`config.mk`:
```
export PLATFORM = sky130hd
export DESIGN_NAME = pixel_rotation_scatter
export DESIGN_NICKNAME = d
export VERILOG_FILES = /design/src/hdl/prs_pkg.sv /design/src/hdl/prs_trig.sv /design/src/hdl/prs_rotate.sv /design/src/hdl/prs_place.sv /design/src/hdl/pixel_rotation_scatter.sv
export SDC_FILE = /design/constraint.sdc
export NUM_CORES = 2
export LEC_CHECK = 0
export ABC_AREA = 0
export BUFFER_PORTS_ARGS = -buffer_cell sky130_fd_sc_hd__buf_4
export CORE_AREA = 2 2 305 307
export DETAILED_ROUTE_END_ITERATION = 7
export DIE_AREA = 0 0 307 309
export HOLD_SLACK_MARGIN = 0.12
export PLACE_DENSITY = 0.85
export SLEW_MARGIN = 20
export SYNTH_ARGS = -nofsm -noshare
export SYNTH_HDL_FRONTEND = slang
export SYNTH_SLANG_ARGS = --single-unit
```
`constraint.sdc`:
```
create_clock -name clock -period 15.2 [get_ports clock]
set_clock_uncertainty 0.2 [all_clocks]
set_input_delay 3.8 -clock clock [delete_from_list [all_inputs] [get_ports clock]]
set_output_delay 3.8 -clock clock [all_outputs]
set_load 0.01 [all_outputs]
```
`src/hdl/prs_pkg.sv`:
```
`timescale 1ns / 1ps
// ----------------------------------------------------------------------------
// prs_pkg: shared types, widths and the sine table for pixel rotation
// Holds the fixed-point widths, the configuration bundle, the beat passed
// between the rotate and place pipelines, and the Q1.14 quarter-wave table.
// ----------------------------------------------------------------------------
package prs_pkg;

   // Sizes of the pixel grid and of the trig fraction
   localparam int MAX_DIM        = 1024;
   localparam int TRIG_FRAC_BITS = 14;

   // Register widths (fixed by the register map)
   localparam int CFG_DIM_W   = 11;
   localparam int ANGLE_W     = 9;
   localparam int CSR_INDEX_W = 3;
   localparam int CSR_DATA_W  = CFG_DIM_W;
   localparam int COLOUR_W    = 32;

   // Derived datapath widths
   localparam int DIM_W      = $clog2(MAX_DIM);
   localparam int ADDR_W     = 2 * DIM_W;
   localparam int ROM_W      = TRIG_FRAC_BITS + 1;
   localparam int TRIG_W     = TRIG_FRAC_BITS + 2;
   localparam int DELTA_W    = CFG_DIM_W + 2;
   localparam int PROD_W     = DELTA_W + TRIG_W;
   localparam int SUM_W      = PROD_W + 1;
   localparam int COORD_W    = SUM_W - TRIG_FRAC_BITS - 1;
   localparam int ROM_DEPTH  = 91;
   localparam int ROM_IDX_W  = $clog2(ROM_DEPTH);

   // Angle landmarks in degrees
   localparam int DEG_90  = 90;
   localparam int DEG_180 = 180;
   localparam int DEG_270 = 270;
   localparam int DEG_360 = 360;

   // pi scaled by 2^30, used only when building the table
   localparam longint unsigned PI_Q30 = 64'd3373259426;

   // Taylor term divisors (2n)(2n+1) for n = 1..12
   localparam int SERIES_TERMS = 12;
   localparam longint unsigned SERIES_DIV [SERIES_TERMS] = '{
      64'd6, 64'd20, 64'd42, 64'd72, 64'd110, 64'd156,
      64'd210, 64'd272, 64'd342, 64'd420, 64'd506, 64'd600
   };

   typedef enum logic [CSR_INDEX_W-1:0] {
      CSR_IMAGE_WIDTH,
      CSR_IMAGE_HEIGHT,
      CSR_WINDOW_WIDTH,
      CSR_WINDOW_HEIGHT,
      CSR_ANGLE_DEGREES
   } csr_index_type;

   typedef struct packed {
      logic [CFG_DIM_W-1:0] image_width;
      logic [CFG_DIM_W-1:0] image_height;
      logic [CFG_DIM_W-1:0] window_width;
      logic [CFG_DIM_W-1:0] window_height;
      logic [ANGLE_W-1:0]   angle_degrees;
   } cfg_type;

   typedef struct packed {
      logic signed [TRIG_W-1:0] sin_val;
      logic signed [TRIG_W-1:0] cos_val;
   } trig_type;

   // Unrounded destination numerators, scaled by 2^(F+1)
   typedef struct packed {
      logic signed [SUM_W-1:0] nx;
      logic signed [SUM_W-1:0] ny;
      logic [COLOUR_W-1:0]     colour;
   } rot_beat_type;

   typedef logic [ROM_DEPTH-1:0][ROM_W-1:0] sin_rom_type;

   // sin(k deg) for k = 0..90: Taylor series in Q2.30, then round half up
   function automatic sin_rom_type build_sin_rom();
      sin_rom_type     rom;
      longint unsigned x;
      longint unsigned x2;
      longint unsigned term;
      longint          sum;
      begin
         rom = '0;
         for (int k = 0; k < ROM_DEPTH; k++) begin
            x    = (longint'(k) * PI_Q30 + 64'd90) / 64'd180;
            x2   = (x * x) >> 30;
            term = x;
            sum  = longint'(x);
            for (int n = 1; n <= SERIES_TERMS; n++) begin
               term = ((term * x2) >> 30) / SERIES_DIV[n - 1];
               if ((n & 1) == 1) begin
                  sum = sum - longint'(term);
               end else begin
                  sum = sum + longint'(term);
               end
            end
            if (sum < 0) begin
               sum = 0;
            end
            rom[k] = ROM_W'((longint'(sum) + (longint'(1) << (29 - TRIG_FRAC_BITS)))
                            >> (30 - TRIG_FRAC_BITS));
         end
         return rom;
      end
   endfunction

   localparam sin_rom_type SIN_ROM = build_sin_rom();

endpackage

```
`src/hdl/prs_trig.sv`:
```
`timescale 1ns / 1ps
// ----------------------------------------------------------------------------
// prs_trig: sine and cosine of a whole-degree angle
// Folds the angle into the first quadrant and reads the quarter-wave table
// twice, once for sine and once for cosine (sine of angle plus 90).
// ----------------------------------------------------------------------------
module prs_trig (
   input  logic [prs_pkg::ANGLE_W-1:0] angle_degrees,
   output prs_pkg::trig_type           trig
);
   import prs_pkg::*;

   logic [ANGLE_W-1:0] sin_angle;
   logic [ANGLE_W:0]   cos_wide;
   logic [ANGLE_W-1:0] cos_angle;

   function automatic logic signed [TRIG_W-1:0] sin_lookup(input logic [ANGLE_W-1:0] a);
      logic [ROM_IDX_W-1:0] idx;
      logic                 neg;
      logic [ROM_W-1:0]     mag;
      begin
         if (int'(a) <= DEG_90) begin
            idx = ROM_IDX_W'(a);
            neg = 1'b0;
         end else if (int'(a) <= DEG_180) begin
            idx = ROM_IDX_W'(DEG_180 - int'(a));
            neg = 1'b0;
         end else if (int'(a) <= DEG_270) begin
            idx = ROM_IDX_W'(int'(a) - DEG_180);
            neg = 1'b1;
         end else begin
            idx = ROM_IDX_W'(DEG_360 - int'(a));
            neg = 1'b1;
         end
         mag = SIN_ROM[idx];
         if (neg) begin
            return -$signed({1'b0, mag});
         end
         return $signed({1'b0, mag});
      end
   endfunction

   // Reduce modulo 360; the register holds at most 511
   always_comb begin
      if (int'(angle_degrees) >= DEG_360) begin
         sin_angle = angle_degrees - ANGLE_W'(DEG_360);
      end else begin
         sin_angle = angle_degrees;
      end
      cos_wide = {1'b0, sin_angle} + (ANGLE_W + 1)'(DEG_90);
      if (int'(cos_wide) >= DEG_360) begin
         cos_angle = ANGLE_W'(cos_wide - (ANGLE_W + 1)'(DEG_360));
      end else begin
         cos_angle = ANGLE_W'(cos_wide);
      end
   end

   assign trig.sin_val = sin_lookup(sin_angle);
   assign trig.cos_val = sin_lookup(cos_angle);

endmodule

```
`src/hdl/prs_rotate.sv`:
```
`timescale 1ns / 1ps
// ----------------------------------------------------------------------------
// prs_rotate: centre offset, rotation products and sums
// Three register stages: half-pixel deltas with sine/cosine, the four
// products, then the rotated numerators with the image centre added back.
// ----------------------------------------------------------------------------
module prs_rotate (
   input  logic                          clock,
   input  logic                          reset,
   input  prs_pkg::cfg_type              cfg,
   input  logic                          in_valid,
   output logic                          in_ready,
   input  logic [prs_pkg::DIM_W-1:0]     src_x,
   input  logic [prs_pkg::DIM_W-1:0]     src_y,
   input  logic [prs_pkg::COLOUR_W-1:0]  colour,
   output logic                          out_valid,
   input  logic                          out_ready,
   output prs_pkg::rot_beat_type         out_beat
);
   import prs_pkg::*;

   trig_type trig;

   // Stage 1: deltas and trig
   logic                      s1_valid_ff, s1_valid_in;
   logic signed [DELTA_W-1:0] s1_dx_ff, s1_dx_in;
   logic signed [DELTA_W-1:0] s1_dy_ff, s1_dy_in;
   trig_type                  s1_trig_ff;
   logic [COLOUR_W-1:0]       s1_colour_ff;

   // Stage 2: products
   logic                      s2_valid_ff;
   logic signed [PROD_W-1:0]  s2_xc_ff, s2_ys_ff, s2_xs_ff, s2_yc_ff;
   logic [COLOUR_W-1:0]       s2_colour_ff;

   // Stage 3: numerators
   logic                      s3_valid_ff;
   logic signed [SUM_W-1:0]   s3_nx_ff, s3_nx_in;
   logic signed [SUM_W-1:0]   s3_ny_ff, s3_ny_in;
   logic [COLOUR_W-1:0]       s3_colour_ff;
   logic signed [SUM_W-1:0]   off_x, off_y;

   logic ready1, ready2, ready3;

   prs_trig u_trig (
      .angle_degrees (cfg.angle_degrees),
      .trig          (trig)
   );

   assign ready3   = !s3_valid_ff || out_ready;
   assign ready2   = !s2_valid_ff || ready3;
   assign ready1   = !s1_valid_ff || ready2;
   assign in_ready = ready1;

   assign s1_valid_in = in_valid;
   assign s1_dx_in    = DELTA_W'({src_x, 1'b1}) - DELTA_W'(cfg.image_width);
   assign s1_dy_in    = DELTA_W'({src_y, 1'b1}) - DELTA_W'(cfg.image_height);

   assign off_x = (SUM_W'(cfg.image_width) - SUM_W'(1)) <<< TRIG_FRAC_BITS;
   assign off_y = (SUM_W'(cfg.image_height) - SUM_W'(1)) <<< TRIG_FRAC_BITS;

   assign s3_nx_in = SUM_W'(s2_xc_ff) - SUM_W'(s2_ys_ff) + off_x;
   assign s3_ny_in = SUM_W'(s2_xs_ff) + SUM_W'(s2_yc_ff) + off_y;

   always_ff @(posedge clock) begin
      if (reset) begin
         s1_valid_ff <= 1'b0;
         s2_valid_ff <= 1'b0;
         s3_valid_ff <= 1'b0;
      end else begin
         if (ready1) begin
            s1_valid_ff <= s1_valid_in;
         end
         if (ready2) begin
            s2_valid_ff <= s1_valid_ff;
         end
         if (ready3) begin
            s3_valid_ff <= s2_valid_ff;
         end
      end
   end

   always_ff @(posedge clock) begin
      if (ready1 && in_valid) begin
         s1_dx_ff     <= s1_dx_in;
         s1_dy_ff     <= s1_dy_in;
         s1_trig_ff   <= trig;
         s1_colour_ff <= colour;
      end
      if (ready2 && s1_valid_ff) begin
         s2_xc_ff     <= PROD_W'(s1_dx_ff * s1_trig_ff.cos_val);
         s2_ys_ff     <= PROD_W'(s1_dy_ff * s1_trig_ff.sin_val);
         s2_xs_ff     <= PROD_W'(s1_dx_ff * s1_trig_ff.sin_val);
         s2_yc_ff     <= PROD_W'(s1_dy_ff * s1_trig_ff.cos_val);
         s2_colour_ff <= s1_colour_ff;
      end
      if (ready3 && s2_valid_ff) begin
         s3_nx_ff     <= s3_nx_in;
         s3_ny_ff     <= s3_ny_in;
         s3_colour_ff <= s2_colour_ff;
      end
   end

   assign out_valid       = s3_valid_ff;
   assign out_beat.nx     = s3_nx_ff;
   assign out_beat.ny     = s3_ny_ff;
   assign out_beat.colour = s3_colour_ff;

   // Stalled stages keep their contents
   a_s2_hold: assert property (@(posedge clock) disable iff (reset)
      s2_valid_ff && !ready2 |=> s2_valid_ff && $stable(s2_xc_ff) && $stable(s2_ys_ff))
      else $error("stage 2 changed while stalled");

   a_s3_hold: assert property (@(posedge clock) disable iff (reset)
      s3_valid_ff && !out_ready |=> s3_valid_ff && $stable(s3_nx_ff) && $stable(s3_ny_ff))
      else $error("stage 3 changed while stalled");

endmodule

```
`src/hdl/prs_place.sv`:
```
`timescale 1ns / 1ps
// ----------------------------------------------------------------------------
// prs_place: rounding, window test and frame address
// Stage 4 rounds half away from zero and drops pixels outside the window;
// stage 5 forms the linear address and is the output register.
// ----------------------------------------------------------------------------
module prs_place (
   input  logic                          clock,
   input  logic                          reset,
   input  prs_pkg::cfg_type              cfg,
   input  logic                          in_valid,
   output logic                          in_ready,
   input  prs_pkg::rot_beat_type         in_beat,
   output logic                          rsp_valid,
   input  logic                          rsp_ready,
   output logic [prs_pkg::DIM_W-1:0]     rsp_dest_x,
   output logic [prs_pkg::DIM_W-1:0]     rsp_dest_y,
   output logic [prs_pkg::ADDR_W-1:0]    rsp_dest_address,
   output logic [prs_pkg::COLOUR_W-1:0]  rsp_out_colour
);
   import prs_pkg::*;

   logic [CFG_DIM_W-1:0]      ww_eff, wh_eff;
   logic signed [SUM_W-1:0]   tx, ty;
   logic signed [SUM_W-1:0]   shx, shy;
   logic signed [COORD_W-1:0] rx, ry;
   logic                      in_window;

   logic                      s4_valid_ff, s4_valid_in;
   logic [DIM_W-1:0]          s4_x_ff, s4_y_ff;
   logic [COLOUR_W-1:0]       s4_colour_ff;

   logic                      s5_valid_ff;
   logic [DIM_W-1:0]          s5_x_ff, s5_y_ff;
   logic [ADDR_W-1:0]         s5_addr_ff, s5_addr_in;
   logic [COLOUR_W-1:0]       s5_colour_ff;

   logic ready4, ready5;

   assign ww_eff = (int'(cfg.window_width) > MAX_DIM) ? CFG_DIM_W'(MAX_DIM)
                                                       : cfg.window_width;
   assign wh_eff = (int'(cfg.window_height) > MAX_DIM) ? CFG_DIM_W'(MAX_DIM)
                                                        : cfg.window_height;

   // Half away from zero: add a half, minus one more below zero, then floor
   assign tx  = in_beat.nx + (SUM_W'(1) <<< TRIG_FRAC_BITS) - SUM_W'(in_beat.nx[SUM_W-1]);
   assign ty  = in_beat.ny + (SUM_W'(1) <<< TRIG_FRAC_BITS) - SUM_W'(in_beat.ny[SUM_W-1]);
   assign shx = tx >>> (TRIG_FRAC_BITS + 1);
   assign shy = ty >>> (TRIG_FRAC_BITS + 1);
   assign rx  = shx[COORD_W-1:0];
   assign ry  = shy[COORD_W-1:0];

   assign in_window = !rx[COORD_W-1] && !ry[COORD_W-1]
                   && (rx[COORD_W-2:0] < (COORD_W - 1)'(ww_eff))
                   && (ry[COORD_W-2:0] < (COORD_W - 1)'(wh_eff));

   assign ready5      = !s5_valid_ff || rsp_ready;
   assign ready4      = !s4_valid_ff || ready5;
   assign in_ready    = ready4;
   assign s4_valid_in = in_valid && in_window;

   assign s5_addr_in = ADDR_W'(s4_y_ff * ww_eff + (ADDR_W + 1)'(s4_x_ff));

   always_ff @(posedge clock) begin
      if (reset) begin
         s4_valid_ff <= 1'b0;
         s5_valid_ff <= 1'b0;
      end else begin
         if (ready4) begin
            s4_valid_ff <= s4_valid_in;
         end
         if (ready5) begin
            s5_valid_ff <= s4_valid_ff;
         end
      end
   end

   always_ff @(posedge clock) begin
      if (ready4 && s4_valid_in) begin
         s4_x_ff      <= rx[DIM_W-1:0];
         s4_y_ff      <= ry[DIM_W-1:0];
         s4_colour_ff <= in_beat.colour;
      end
      if (ready5 && s4_valid_ff) begin
         s5_x_ff      <= s4_x_ff;
         s5_y_ff      <= s4_y_ff;
         s5_addr_ff   <= s5_addr_in;
         s5_colour_ff <= s4_colour_ff;
      end
   end

   assign rsp_valid        = s5_valid_ff;
   assign rsp_dest_x       = s5_x_ff;
   assign rsp_dest_y       = s5_y_ff;
   assign rsp_dest_address = s5_addr_ff;
   assign rsp_out_colour   = s5_colour_ff;

   // Only pixels inside the clamped window leave the block
   a_x_in_window: assert property (@(posedge clock) disable iff (reset)
      rsp_valid |-> (CFG_DIM_W'(rsp_dest_x) < ww_eff))
      else $error("dest_x outside window");

   a_y_in_window: assert property (@(posedge clock) disable iff (reset)
      rsp_valid |-> (CFG_DIM_W'(rsp_dest_y) < wh_eff))
      else $error("dest_y outside window");

endmodule

```
`src/hdl/pixel_rotation_scatter.sv`:
```
`timescale 1ns / 1ps
// ----------------------------------------------------------------------------
// pixel_rotation_scatter: forward-mapped nearest-neighbor image rotation
// Rotates each source pixel centre about the image centre by a whole-degree
// angle and scatters it to a destination frame address, dropping pixels
// that land outside the window.
// ----------------------------------------------------------------------------
//
//  Channel   Direction  Handshake            Beat contents
//  req_      in         req_valid/req_ready  src_x, src_y, colour
//  rsp_      out        rsp_valid/rsp_ready  dest_x, dest_y, dest_address, out_colour
//  csr_      in         csr_valid/csr_ready  index, data (11 bits, angle uses 9)
//
//  One pixel per clock sustained while rsp_ready stays high; five register stages
//  from an accepted req beat to rsp_valid. Trig lookup and deltas fill stage 1,
//  the four rotation multiplies share stage 2, the sums stage 3, rounding and the
//  window test stage 4 and the address multiply stage 5, which sets the depth.
//  Reset clears every stage's valid bit and loads the register defaults.
//  A stall at rsp_ready holds each full stage in place and backs up stage by
//  stage to req_ready; pixels that fall outside the window vanish at stage 4.
//  csr_ready is always high.
//
module pixel_rotation_scatter (
   input  logic                               clock,
   input  logic                               reset,

   input  logic                               req_valid,
   output logic                               req_ready,
   input  logic [prs_pkg::DIM_W-1:0]          req_src_x,
   input  logic [prs_pkg::DIM_W-1:0]          req_src_y,
   input  logic [prs_pkg::COLOUR_W-1:0]       req_colour,

   output logic                               rsp_valid,
   input  logic                               rsp_ready,
   output logic [prs_pkg::DIM_W-1:0]          rsp_dest_x,
   output logic [prs_pkg::DIM_W-1:0]          rsp_dest_y,
   output logic [prs_pkg::ADDR_W-1:0]         rsp_dest_address,
   output logic [prs_pkg::COLOUR_W-1:0]       rsp_out_colour,

   input  logic                               csr_valid,
   output logic                               csr_ready,
   input  logic [prs_pkg::CSR_INDEX_W-1:0]    csr_index,
   input  logic [prs_pkg::CSR_DATA_W-1:0]     csr_data
);
   import prs_pkg::*;

   // Register reset values
   localparam logic [CFG_DIM_W-1:0] IMAGE_WIDTH_RST   = CFG_DIM_W'(256);
   localparam logic [CFG_DIM_W-1:0] IMAGE_HEIGHT_RST  = CFG_DIM_W'(256);
   localparam logic [CFG_DIM_W-1:0] WINDOW_WIDTH_RST  = CFG_DIM_W'(640);
   localparam logic [CFG_DIM_W-1:0] WINDOW_HEIGHT_RST = CFG_DIM_W'(480);
   localparam logic [ANGLE_W-1:0]   ANGLE_RST         = '0;

   cfg_type      cfg_ff, cfg_in;
   logic         rot_valid, rot_ready;
   rot_beat_type rot_beat;

   // Register file: always writable, unknown indexes are dropped
   assign csr_ready = 1'b1;

   always_comb begin
      cfg_in = cfg_ff;
      if (csr_valid && csr_ready) begin
         unique case (csr_index_type'(csr_index))
            CSR_IMAGE_WIDTH:   cfg_in.image_width   = csr_data;
            CSR_IMAGE_HEIGHT:  cfg_in.image_height  = csr_data;
            CSR_WINDOW_WIDTH:  cfg_in.window_width  = csr_data;
            CSR_WINDOW_HEIGHT: cfg_in.window_height = csr_data;
            CSR_ANGLE_DEGREES: cfg_in.angle_degrees = csr_data[ANGLE_W-1:0];
            default: ;
         endcase
      end
   end

   always_ff @(posedge clock) begin
      if (reset) begin
         cfg_ff.image_width   <= IMAGE_WIDTH_RST;
         cfg_ff.image_height  <= IMAGE_HEIGHT_RST;
         cfg_ff.window_width  <= WINDOW_WIDTH_RST;
         cfg_ff.window_height <= WINDOW_HEIGHT_RST;
         cfg_ff.angle_degrees <= ANGLE_RST;
      end else begin
         cfg_ff <= cfg_in;
      end
   end

   // Stages 1-3: deltas, products, numerators
   prs_rotate u_rotate (
      .clock     (clock),
      .reset     (reset),
      .cfg       (cfg_ff),
      .in_valid  (req_valid),
      .in_ready  (req_ready),
      .src_x     (req_src_x),
      .src_y     (req_src_y),
      .colour    (req_colour),
      .out_valid (rot_valid),
      .out_ready (rot_ready),
      .out_beat  (rot_beat)
   );

   // Stages 4-5: round, window drop, address, output register
   prs_place u_place (
      .clock            (clock),
      .reset            (reset),
      .cfg              (cfg_ff),
      .in_valid         (rot_valid),
      .in_ready         (rot_ready),
      .in_beat          (rot_beat),
      .rsp_valid        (rsp_valid),
      .rsp_ready        (rsp_ready),
      .rsp_dest_x       (rsp_dest_x),
      .rsp_dest_y       (rsp_dest_y),
      .rsp_dest_address (rsp_dest_address),
      .rsp_out_colour   (rsp_out_colour)
   );

endmodule

```
Yosys cells after proc, flatten, opt, wreduce, memory -nomap -nowiden --
Memory sizes are Yosys's and may differ from the RTL's. Index checks and enable logic that the tools add are counted.
Storage, ports and cells: register bits 510, bits in read-only memories 3840, bits of input ports 71, output and inout bits 75, word-level logic and storage cells 130, memories 2
Cells by class: add/sub/neg operators 24, multipliers 5, $lt $le $gt $ge 14, equal/unequal tests 4, muxes and demuxes 22, reductions and logical operators 27
Memories:
- (no name shown) | words 128, width 15, read ports 1, clocked after Yosys merged registers in 0, write ports 0, RTL line prs_trig.sv:35 | mag = SIN_ROM[idx];
- (no name shown) | words 128, width 15, read ports 1, clocked after Yosys merged registers in 0, write ports 0, RTL line prs_trig.sv:35
Operator list (count):
- 12-bit by 16-bit multiplier with 28-bit output | 4
- 30-bit by 15-bit adder with 30-bit output (second input constant) | 2
- 30-bit adder | 2
- 15-bit two-way mux | 4
- 30-bit by 1-bit subtractor with 30-bit output | 2
- 7-bit two-way mux | 6
- 16-bit two-way mux | 2
- 15-bit negator with 16-bit output | 2
- 29-bit by 29-bit adder with 30-bit output | 1
- 29-bit by 29-bit subtractor with 30-bit output | 1
- 14-bit by 11-bit < comparator with 1-bit output | 2
- 11-bit by 1-bit subtractor with 12-bit output (second input constant) | 2
- 11-bit by 11-bit subtractor with 12-bit output | 2
- 11-bit greater-than comparator (second input constant) | 2
- 11-bit two-way mux | 2
- 20-bit by 10-bit adder with 20-bit output | 1
- 10-bit by 11-bit multiplier with 20-bit output | 1
- 9-bit by 7-bit less-or-equal comparator with 1-bit output (second input constant) | 2
- 9-bit by 8-bit less-or-equal comparator with 1-bit output (second input constant) | 2
- 9-bit less-or-equal comparator (second input constant) | 2
- 9-bit two-way mux | 2
- 9-bit subtractor (second input constant) | 2
- 7-bit by 8-bit < comparator with 1-bit output (second input constant) | 2
- 6-bit by 7-bit subtractor with 7-bit output (first input constant) | 2
- other kinds (14) | 44

Logic depth before layout (Yosys ltp) --
depth after elaboration 14, depth in mapped cells 37

Hierarchy --
Synthesis repeated with hierarchy kept, for this count alone.
Second synthesis, totals: cells, all modules 6344, area, all modules 61436.4 µm²
By module, submodules not included:
- prs_rotate | times used 1, cells each 4123, area each 42095.4 µm², sequential area each 9789.4 µm²
- prs_place | times used 1, cells each 1040, area each 10752.8 µm², sequential area each 3763.6 µm²
- prs_trig | times used 1, cells each 985, area each 6448.7 µm², sequential area each 0.0 µm²
- pixel_rotation_scatter | times used 1, cells each 196, area each 2139.6 µm², sequential area each 1061.0 µm²

Least setup slack after synthesis --
Ideal clock, no wire load.
path kind input-to-reg, from in rsp_ready, to reg u_rotate.s2_colour_ff[0] (enable), setup time 0.733 ns, data arrival time 11.341 ns, required time 14.267 ns, path slack 2.925 ns, stages on the path 4, buffers on the path 1, cell sequence nor2b_1 > and2_1 > clkbuf_1 > a31oi_1
Between the ends: word-level cells in the longest chain between the ends 5
Ends and longest elaborated chain:
- start: declaration | RTL line pixel_rotation_scatter.sv:34 | input logic rsp_ready,
- 1-bit logical OR | RTL line prs_place.sv:57 | assign ready5 = !s5_valid_ff || rsp_ready;
- 1-bit logical OR | RTL line prs_place.sv:58 | assign ready4 = !s4_valid_ff || ready5;
- 1-bit logical OR | RTL line prs_rotate.sv:50 | assign ready3 = !s3_valid_ff || out_ready;
- 1-bit logical OR | RTL line prs_rotate.sv:51 | assign ready2 = !s2_valid_ff || ready3;
- 1-bit logical AND | RTL line prs_rotate.sv:90 | if (ready2 && s1_valid_ff) begin
- end signal: assignment | RTL line prs_rotate.sv:95 | s2_colour_ff <= s1_colour_ff;
- end: declaration | RTL line prs_rotate.sv:34 | logic [COLOUR_W-1:0] s2_colour_ff;
Every way passes these cells. A chain may end at the register's enable or synchronous reset.

==> impl_results.md <==
- CP top delay family: compound AO/OA/AOI/OAI gates
- Global-route wire length before repair: 250000 um
- Setup crit end kind: register
- Routed len/inst: 21.2 um
- Clock root cell: clkbuf_16
- Netlist cell types: 109
- IO Count: 146
- Initial core utilization: 65.4%
- Drt via density: 6.13
- Mapped Cells: 6161
- Max Fanout on Critical Path: 39
- CTS H-tree depth: 2
- Post-synth EDFFs: 448
- Worst path slowest cell: a2111oi_0
- Pin count of the biggest net entering global routing: 145
- Syn avg cell area: 9.71 sq um
- Critical path class: register to register
- Number of hold buffers added after cts: 0
- Core ar.: 91400 sq um
- Antenna violation net count after detailed routing: 0
- Detailed placement HPWL: 115000 um
- Layout net count: 7574
- Hold Crit Class: register to register
- Clock Latency Late Sink: 0.64 ns
- Bufs and invs on worst path: 4
- Max-slew headroom: 19.3%
- Crit path arrival time: 10.02 ns
- Sink Count: 506
- Rows: 111
- Detailed Route WL: 157000 um
- Total Routing Usage GR: 33.5%
- Least-Margin Pin Slew: 1.20 ns
- Minimum clock period: 9.88 ns
- Clock slew at reported path FFs: 0.06 ns
- YS warnings: 0
- Die height: 309 um
- Sequential-to-total area share from yosys stat: 24.4%
- Fin. Hold Viols: 0
- Reg2Reg Setup Slack: 5.32 ns
- Slowest stage delay, CP: 0.95 ns
- Ys async rst share: 0%
- Syn Std Cell Area: 59800 sq um
- Die area: 94900 sq um
- Total congestion overflow: 0
- CTS tree: yes
- Max-Cap Viols: 0
- Die Wd: 307 um
- Status: finished, final reports clean
- Syn_nets: 7566
- RSZ-0062 raised after global routing: false
- Main flop type after synthesis: edfxtp_1
- Total CTS buffers: 53
- Post-CTS setup buffer count: 0
- # port buffers: 144
- CTS Buffer Depth: 3
- Flops & latches, synth: 506
- Post-route clock period utilization: 65.0%
- Layout cells sized above 1: 6.13%
- Max Fclk: 101 MHz
- Final Wtd Congestion: 0.964
- Vias in the first global route: 47200
- Remaining DRCs: 0
- Worst Path Required: 15.34 ns
- Starting DRT DRC Count: 4032
- Initial antenna violation count: 2
- TritonRoute pass-1 iters: 8
- # setup viols final: 0
- Resize count post-CTS: 0
- Setup TNS Final: 0 ns
- CP startpoint kind: register
- Area Growth Syn to Fin: 6.65%
- Via count: 45400
- Slew Limit Fails: 0
==> worst register-to-register path, delay by kind of cell, from the launching register on <==
family                   cells  cell delay (ns)
adder cells (fa/ha/maj)      3             0.88
AO/OA/AOI/OAI               12             4.21
flip-flops                   1             0.64
AND/OR/NAND/NOR              8             1.98
multiplexers                 2             0.41
buffers and inverters        4             0.91
XOR/XNOR                     2             0.35
==> cell usage after synthesis, drive strengths merged, types with 17 or more instances <==
master  number  share of area, %
a211oi      41              0.52
a21boi      29              0.36
a21o        74              0.93
a21oi      235               2.0
a31oi       30              0.31
and2       307               3.2
and3        19              0.20
buf         48              0.50
clkbuf     223               1.4
dfxtp       58               1.9
edfxtp     448                22
fa         824                28
ha         510                11
inv       1149               7.2
nand2      789               5.0
nand2b      85              0.89
nand3       77              0.64
nand4       19              0.21
nor2       208               1.3
nor2b       42              0.44
nor3        93              0.80
o211ai      38              0.48
o21a        26              0.33
o21ai      166               1.4
o21bai      25              0.31
o221ai      17              0.27
o311ai      17              0.26
o31ai       22              0.31
or3         22              0.23
xnor2      214               3.1
xor2        51              0.76
==> final timing paths <==
check | startpoint | to | cells past startpoint
max | cfg_ff[3] | u_rotate.s1_trig_ff[14] | 31
min | u_rotate.s1_colour_ff[30] | u_rotate.s2_colour_ff[30] | 0
max reg2reg | cfg_ff[3] | u_rotate.s1_trig_ff[14] | 31
min reg2reg | u_rotate.s1_colour_ff[30] | u_rotate.s2_colour_ff[30] | 0
==> per-layer routing <==
| layer | GRT usage (%) | vias up | routed length [um] |
|---|---|---|---|
| met2 | 55.8 | 2489 | 74500 |
| met3 | 5.81 | 509 | 14700 |
| li1 | - | 19900 | - |
| met5 | 0 | - | 11 |
| met1 | 43.3 | 22500 | 59600 |
| met4 | 14.7 | 2 | 7890 |
==> logic make-up (layout without fill, tap and decap cells) <==
kind of cell,Yosys count,after routing,share of synthesized area [%]
fa+ha+maj,1336,1336,38.3
other cells,1,3,0.00627
mux,25,25,0.531
flops,506,506,24.4
simple gates,1720,1720,13.7
compound gates,884,884,9.97
buf+inv,1423,1475,9.14
xor+xnor,266,266,3.94
==> registers in the layout, summed over array words and instances, names as in the netlist, 12 cells and up <==
signal,cells
u_rotate.s1_dy_ff,12
u_rotate.s2_xs_ff,28
u_place.rsp_out_colour,32
u_rotate.s3_nx_ff,30
u_rotate.s3_colour_ff,32
u_rotate.s2_yc_ff,28
u_rotate.s1_colour_ff,32
u_rotate.s2_xc_ff,28
u_rotate.s2_ys_ff,28
u_rotate.s3_ny_ff,30
u_place.rsp_dest_address,20
u_place.s4_colour_ff,32
u_rotate.s2_colour_ff,32
u_rotate.s1_trig_ff,32
cfg_ff,53
u_rotate.s1_dx_ff,12
==> layout by cell type (no fill, tap or decap), types with 19 or more instances in the layout <==
cell	netlist	layout
inv_1	1146	1146
fa_1	824	824
nand2_1	787	787
ha_1	510	510
edfxtp_1	448	448
and2_1	306	305
a21oi_1	234	234
buf_4	5	220
xnor2_1	213	211
nor2_1	208	206
o21ai_0	159	157
nor3_1	91	91
nand2b_1	85	85
nand3_1	77	76
a21o_1	74	74
dfxtp_1	58	58
clkbuf_16	0	54
xor2_1	50	50
nor2b_1	42	41
a211oi_1	40	40
o211ai_1	38	38
a31oi_1	30	29
a21boi_0	29	28
o21a_1	26	26
o21bai_1	25	25
or3_1	22	22
and3_1	19	19
==> per-stage QoR <==
stage | util, % | cell area, sq um | setup slack [ns] | hold WS [ns] | instances
5_1_grt | 69.8 | 63800 | 4.59 | 0.217 | 7399
3_3_place_gp | 67.7 | 61900 | 5.32 | 0.200 | 7297
2_1_floorplan | - | 59800 | 2.93 | 0.200 | 6161
3_5_place_dp | 67.8 | 61900 | 5.42 | 0.205 | 7298
4_1_cts | 69.7 | 63700 | 5.27 | 0.204 | 7397
6_report | 69.8 | 63800 | 5.32 | 0.214 | 7401
==> final cells by class <==
cell class	count	area, sq um
clock buffers	67	1440
multi-input cells	4232	39800
inverters	1152	4320
well taps	1186	1480
fillers	6300	27600
clock inverters	32	362
flip-flops and latches	506	14600
diodes	2	5.00
repair buffers	224	1740
Power is left out: the tool's default activity adds up to more than one toggle a clock period on the data nets, which glitch-free logic cannot reach.
